--- src/sv/mcbp_pkg.sv ---
// ----------------------------------------------------------------------------
// mcbp_pkg
// Shared types and codes for the multi-channel byte pipe.
// ----------------------------------------------------------------------------
package mcbp_pkg;

  localparam int unsigned OP_W = 2;
  localparam logic [OP_W-1:0] OP_CREATE = 2'd0;
  localparam logic [OP_W-1:0] OP_WRITE  = 2'd1;
  localparam logic [OP_W-1:0] OP_READ   = 2'd2;
  localparam logic [OP_W-1:0] OP_CLOSE  = 2'd3;

  localparam logic [1:0] ST_OK      = 2'd0;
  localparam logic [1:0] ST_BAD     = 2'd1;
  localparam logic [1:0] ST_NO_PIPE = 2'd2;

  // Classified item handed from the front part to the back part.
  typedef struct packed {
    logic [1:0]  op;
    logic        bad;
    logic [5:0]  pipe;
    logic        is_rd;
    logic [63:0] wdata;
    logic [3:0]  count;
  } cmd_t;

  // Result item from the back part.
  typedef struct packed {
    logic [1:0]  status;
    logic [3:0]  moved;
    logic [63:0] rdata;
    logic [4:0]  new_rd;
    logic [4:0]  new_wr;
  } res_t;

endpackage

--- src/sv/mcbp_front.sv ---
// ----------------------------------------------------------------------------
// mcbp_front
// Accepts items, decodes the handle and saturates the count.
// ----------------------------------------------------------------------------
module mcbp_front #(
  parameter int unsigned NUM_PIPES    = 8,
  parameter int unsigned FIRST_HANDLE = 3,
  parameter int unsigned MAX_BURST    = 8
) (
  input  logic               clk,
  input  logic               rst,
  input  logic               valid,
  output logic               ready,
  input  logic [1:0]         opcode,
  input  logic [4:0]         handle,
  input  logic [63:0]        write_bytes,
  input  logic [3:0]         byte_count,
  output logic               q_valid,
  input  logic               q_ready,
  output mcbp_pkg::cmd_t     q_cmd
);
  import mcbp_pkg::*;

  localparam int unsigned DEPTH = 2;

  cmd_t       fifo [DEPTH];
  logic       wp, rp;
  logic [1:0] fill;
  cmd_t       cmd;
  logic [7:0] off;
  logic       push, pop;

  // Decode one item.
  always_comb begin
    off = 8'(handle) - 8'(FIRST_HANDLE);
    cmd.op    = opcode;
    cmd.wdata = write_bytes;
    cmd.count = (byte_count > 4'(MAX_BURST)) ? 4'(MAX_BURST) : byte_count;
    cmd.bad   = (8'(handle) < 8'(FIRST_HANDLE)) ||
                (off >= 8'(2 * NUM_PIPES));
    cmd.pipe  = off[6:1];
    // An even offset names a read end.
    cmd.is_rd = !off[0];
    if (opcode != OP_CLOSE) begin
      // Wrong-end check: even offset is a read end.
      if (opcode == OP_WRITE && !off[0]) cmd.bad = 1'b1;
      if (opcode == OP_READ && off[0])   cmd.bad = 1'b1;
    end
  end

  assign ready   = fill != 2'd2;
  assign q_valid = fill != 2'd0;
  assign q_cmd   = fifo[rp];
  assign push    = valid && ready;
  assign pop     = q_valid && q_ready;

  // Short queue toward the back part.
  always_ff @(posedge clk) begin
    if (push) begin
      fifo[wp] <= cmd;
    end
    if (rst) begin
      wp <= 1'b0;
      rp <= 1'b0;
      fill <= 2'd0;
    end else begin
      if (push) wp <= ~wp;
      if (pop)  rp <= ~rp;
      fill <= fill + 2'(push) - 2'(pop);
    end
  end

endmodule

--- config.mk ---
export PLATFORM = sky130hd
export DESIGN_NAME = mcbp_front
export DESIGN_NICKNAME = d
export VERILOG_FILES = /design/src/sv/mcbp_pkg.sv /design/src/sv/mcbp_front.sv
export SDC_FILE = /design/constraint.sdc
export NUM_CORES = 1
export LEC_CHECK = 0
export BUFFER_PORTS_ARGS = -buffer_cell sky130_fd_sc_hd__buf_2
export CAP_MARGIN = 15
export CORE_MARGIN = 4
export CORE_UTILIZATION = 33
export DETAILED_ROUTE_END_ITERATION = 16
export GPL_ROUTABILITY_DRIVEN = 1
export PLACE_DENSITY = 0.51
export SYNTH_ARGS = -nofsm -noshare
export SYNTH_HDL_FRONTEND = slang
export SYNTH_SLANG_ARGS = --single-unit
--- constraint.sdc ---
create_clock -name clk -period 3.8 [get_ports clk]
set_input_delay 0.57 -clock clk [delete_from_list [all_inputs] [get_ports clk]]
set_output_delay 0.57 -clock clk [all_outputs]
set_load 0.01 [all_outputs]
==> load_flow_metrics.sql <==
INSERT INTO impl_metrics (metric_group, metric, value, unit) VALUES
('status', 'status', 'finished clean', ''),
('sta', 'period_minus_slack', '2.662', 'ns'),
('final_layout', 'layout_common_cells', '158 x sky130_fd_sc_hd__buf_2, 154 x sky130_fd_sc_hd__edfxtp_1, 77 x sky130_fd_sc_hd__mux2_2', ''),
('synthesis', 'combined_area_of_all_synthesized_cells', '5897', 'um2'),
('clock_network', 'worst_setup_hold_path_clk_slew', '0.06', 'ns'),
('die', 'die_area', '20070', 'um2'),
('drt', 'routed_wl', '11470', 'um'),
('sta', 'unrepaired_setup_endpoints_after_global_routing', 'no', ''),
('global_routing', 'grt_first_pass_wirelength', '17700', 'um'),
('final_layout', 'diodes', '0', ''),
('critical_path', 'timing.reg2reg.worst_path_depth', '2', ''),
('final_layout', 'area_growth_syn_to_layout', '27.14', '%'),
('sta', 'max_clock_skew', '0.008652', 'ns'),
('global_routing', 'gr-total-overflow', '0', ''),
('sta', 'setup_viol', '0', ''),
('critical_path', 'rr_startpoint', 'fill[0]', ''),
('global_routing', 'grt.total_usage', '0.1167', ''),
('hold_path', 'hold_class', 'in2reg', ''),
('critical_path', 'worstReg2RegEnd', 'fifo[1][61]', ''),
('final_layout', 'layout_cell_area_excl_fill', '7497', 'um2'),
('critical_path', 'critical_path.endpoint', 'q_cmd[16]', ''),
('final_layout', 'fin_nets', '530', ''),
('synthesis', 'ys_async_sr_fraction', '0', ''),
('sta', 'post-route-period-util', '0.7005', ''),
('critical_path', 'worstSetupEndpointType', 'output pin', ''),
('pwr', 'total_leakage_power', '2.785', 'nW'),
('synthesis', 'syn-instance-count', '280', ''),
('critical_path', 'critPathKind', 'reg2out', ''),
('die', 'die_w', '141.7', 'um'),
('clock_network', 'count_of_hold_fix_buffers_inserted_at_cts', '0', ''),
('pwr', 'peakVddDrop', '0.3422', 'mV'),
('drt', 'ant_nets', '0', ''),
('sta', 'slew-limit-headroom', '0.2586', ''),
('synthesis', 'postSynthRegisterBits', '159', ''),
('critical_path', 'worstPathMaxFanout', '77', ''),
('pwr', 'total_power', '0.005238', 'W'),
('die', 'floorplan.die.height', '141.7', 'um'),
('drt', 'post_drt_wl_per_cell', '16.74', 'um'),
('synthesis', 'synth_sequential_area_ratio', '0.8012', ''),
('place', 'placement.io_buffers', '158', ''),
('clock_network', 'cts_tree', 'built', ''),
('global_routing', 'grt_max_degree', '78', ''),
('sta', 'final.setup.tns', '0', 'ns'),
('clock_network', 'clkSinkCount', '159', ''),
('clock_network', 'cts-buffers-inserted', '17', ''),
('sta', 'fmaxAchievable', '375.7', 'MHz'),
('drt', 'drt-pass1-iter-count', '4', ''),
('global_routing', 'grt_pass1_vias', '3360', ''),
('die', 'placementRows', '48', ''),
('synthesis', 'synth_cell_type_count', '26', ''),
('critical_path', 'setup_slack_of_the_worst_register_to_register_path', '1.82', 'ns'),
('synthesis', 'ys_warn_count', '0', ''),
('place', 'place.detailed.hpwl', '7331', 'um'),
('synthesis', 'synth.net_count', '362', ''),
('critical_path', 'critical_path_arrival', '2.09', 'ns'),
('drt', 'viasPerCell', '4.480', ''),
('synthesis', 'avgSynthCellArea', '21.06', 'um2'),
('clock_network', 'htree_num_levels', '4', ''),
('drt', 'detailroute.via_count', '3069', ''),
('drt', 'drc_errors', '0', ''),
('place', 'place_congestion', '0.7039', ''),
('pwr', 'power_density', '698.6', 'nW/um2'),
('die', 'floorplan.io_pins', '159', ''),
('clock_network', 'ctsRootBufferMaster', 'sky130_fd_sc_hd__clkbuf_16', ''),
('final_layout', 'share_of_final_layout_standard_cells_stronger_than_drive_strength_1', '0.5848', ''),
('synthesis', 'synth_ff_type', 'sky130_fd_sc_hd__edfxtp_1', ''),
('critical_path', 'worstSetupStartpointType', 'register', ''),
('clock_network', 'clkLatencyLatePin', '0.41', 'ns'),
('synthesis', 'synth-edff-count', '154', ''),
('final_layout', 'final_core_utilization', '0.4305', ''),
('global_routing', 'grt_antenna_before_repair', '1', '');
==> sequential cells by signal, summed over array words and instances, names as in the netlist, named ones only <==
signal and cells:
fifo 154, fill 2, rp 1, wp 1
==> metrics by stage <==
| stage | setup slack, ns | cells |
|---|---|---|
| after detailed placement | 1.518 | 654 |
| final | 1.138 | 685 |
| after global routing | 0.9862 | 685 |
| after CTS | 1.052 | 685 |
| after floorplan | 0.9083 | 280 |
| after global placement | 1.510 | 654 |
==> routing by layer <==
layer / vias up / wire (um) / track usage
met1: 1525 / 4751 / 0.1366
li1: 1432 / - / -
met2: 98 / 5712 / 0.1915
met4: 2 / 124 / 0.03788
met3: 12 / 861 / 0.05393
met5: - / 18 / 0
==> Yosys cell counts (all sizes together) (2+ instances only) <==
cell | n | share of area
xor2 | 3 | 0.0045
xnor2 | 2 | 0.0030
mux2 | 77 | 0.15
inv | 2 | 0.0013
ha | 3 | 0.0064
dfxtp | 5 | 0.017
a21oi | 2 | 0.0017
nor2 | 3 | 0.0019
nor3b | 2 | 0.0025
nor3 | 2 | 0.0017
edfxtp | 154 | 0.78
nor2b | 4 | 0.0042
buf | 10 | 0.012
==> where the power goes <==
group,internal (W),switching (W),total [W]
combinational,0.000579,0.000573,0.00115
clock,0.00103,0.000639,0.00167
sequential,0.00224,0.000179,0.00242
==> critical path, cell delays in order, from the launching register on <==
cell and delay (ns):
sky130_fd_sc_hd__dfxtp_4 1.05, sky130_fd_sc_hd__mux2_2 0.44, sky130_fd_sc_hd__buf_2 0.14
==> final cells by class <==
class                      count  area [um2]  area share
tap                          225       281.5     0.03755
sequential                   159        4728      0.6307
multi-input combinational    108        1095      0.1460
clock buffer                  20       436.7     0.05824
inverter                       2       8.758    0.001168
clock inverter                11       141.4     0.01886
timing repair buffer         160       805.8      0.1075
==> worst min path at each step <==
stage / from / endpoint / slack, ns / depth (start not counted)
finish: write_bytes[2] / fifo[0][6] / 0.34 / 1
global route: write_bytes[8] / fifo[1][12] / 0.31 / 1
CTS: write_bytes[2] / fifo[0][6] / 0.32 / 1
detailed placement: rp / register / 0.50 / 2
global placement: rp / rp / 0.50 / 2
floorplan: rp / register / 0.48 / 2
==> cell families (layout without fill, tap and decap cells) <==
group,count (synthesis),in the layout,synth area share
buffers and inverters,13,193,0.01400
xor gates and xnor gates,5,5,0.007428
DFF,159,159,0.8012
and+or+nand+nor,19,19,0.01931
adders and majority gates,3,3,0.006366
muxes,77,77,0.1470
AOI/OAI and AO/OA,4,4,0.004669
No activity file was read; power rests on OpenSTA's default activity.
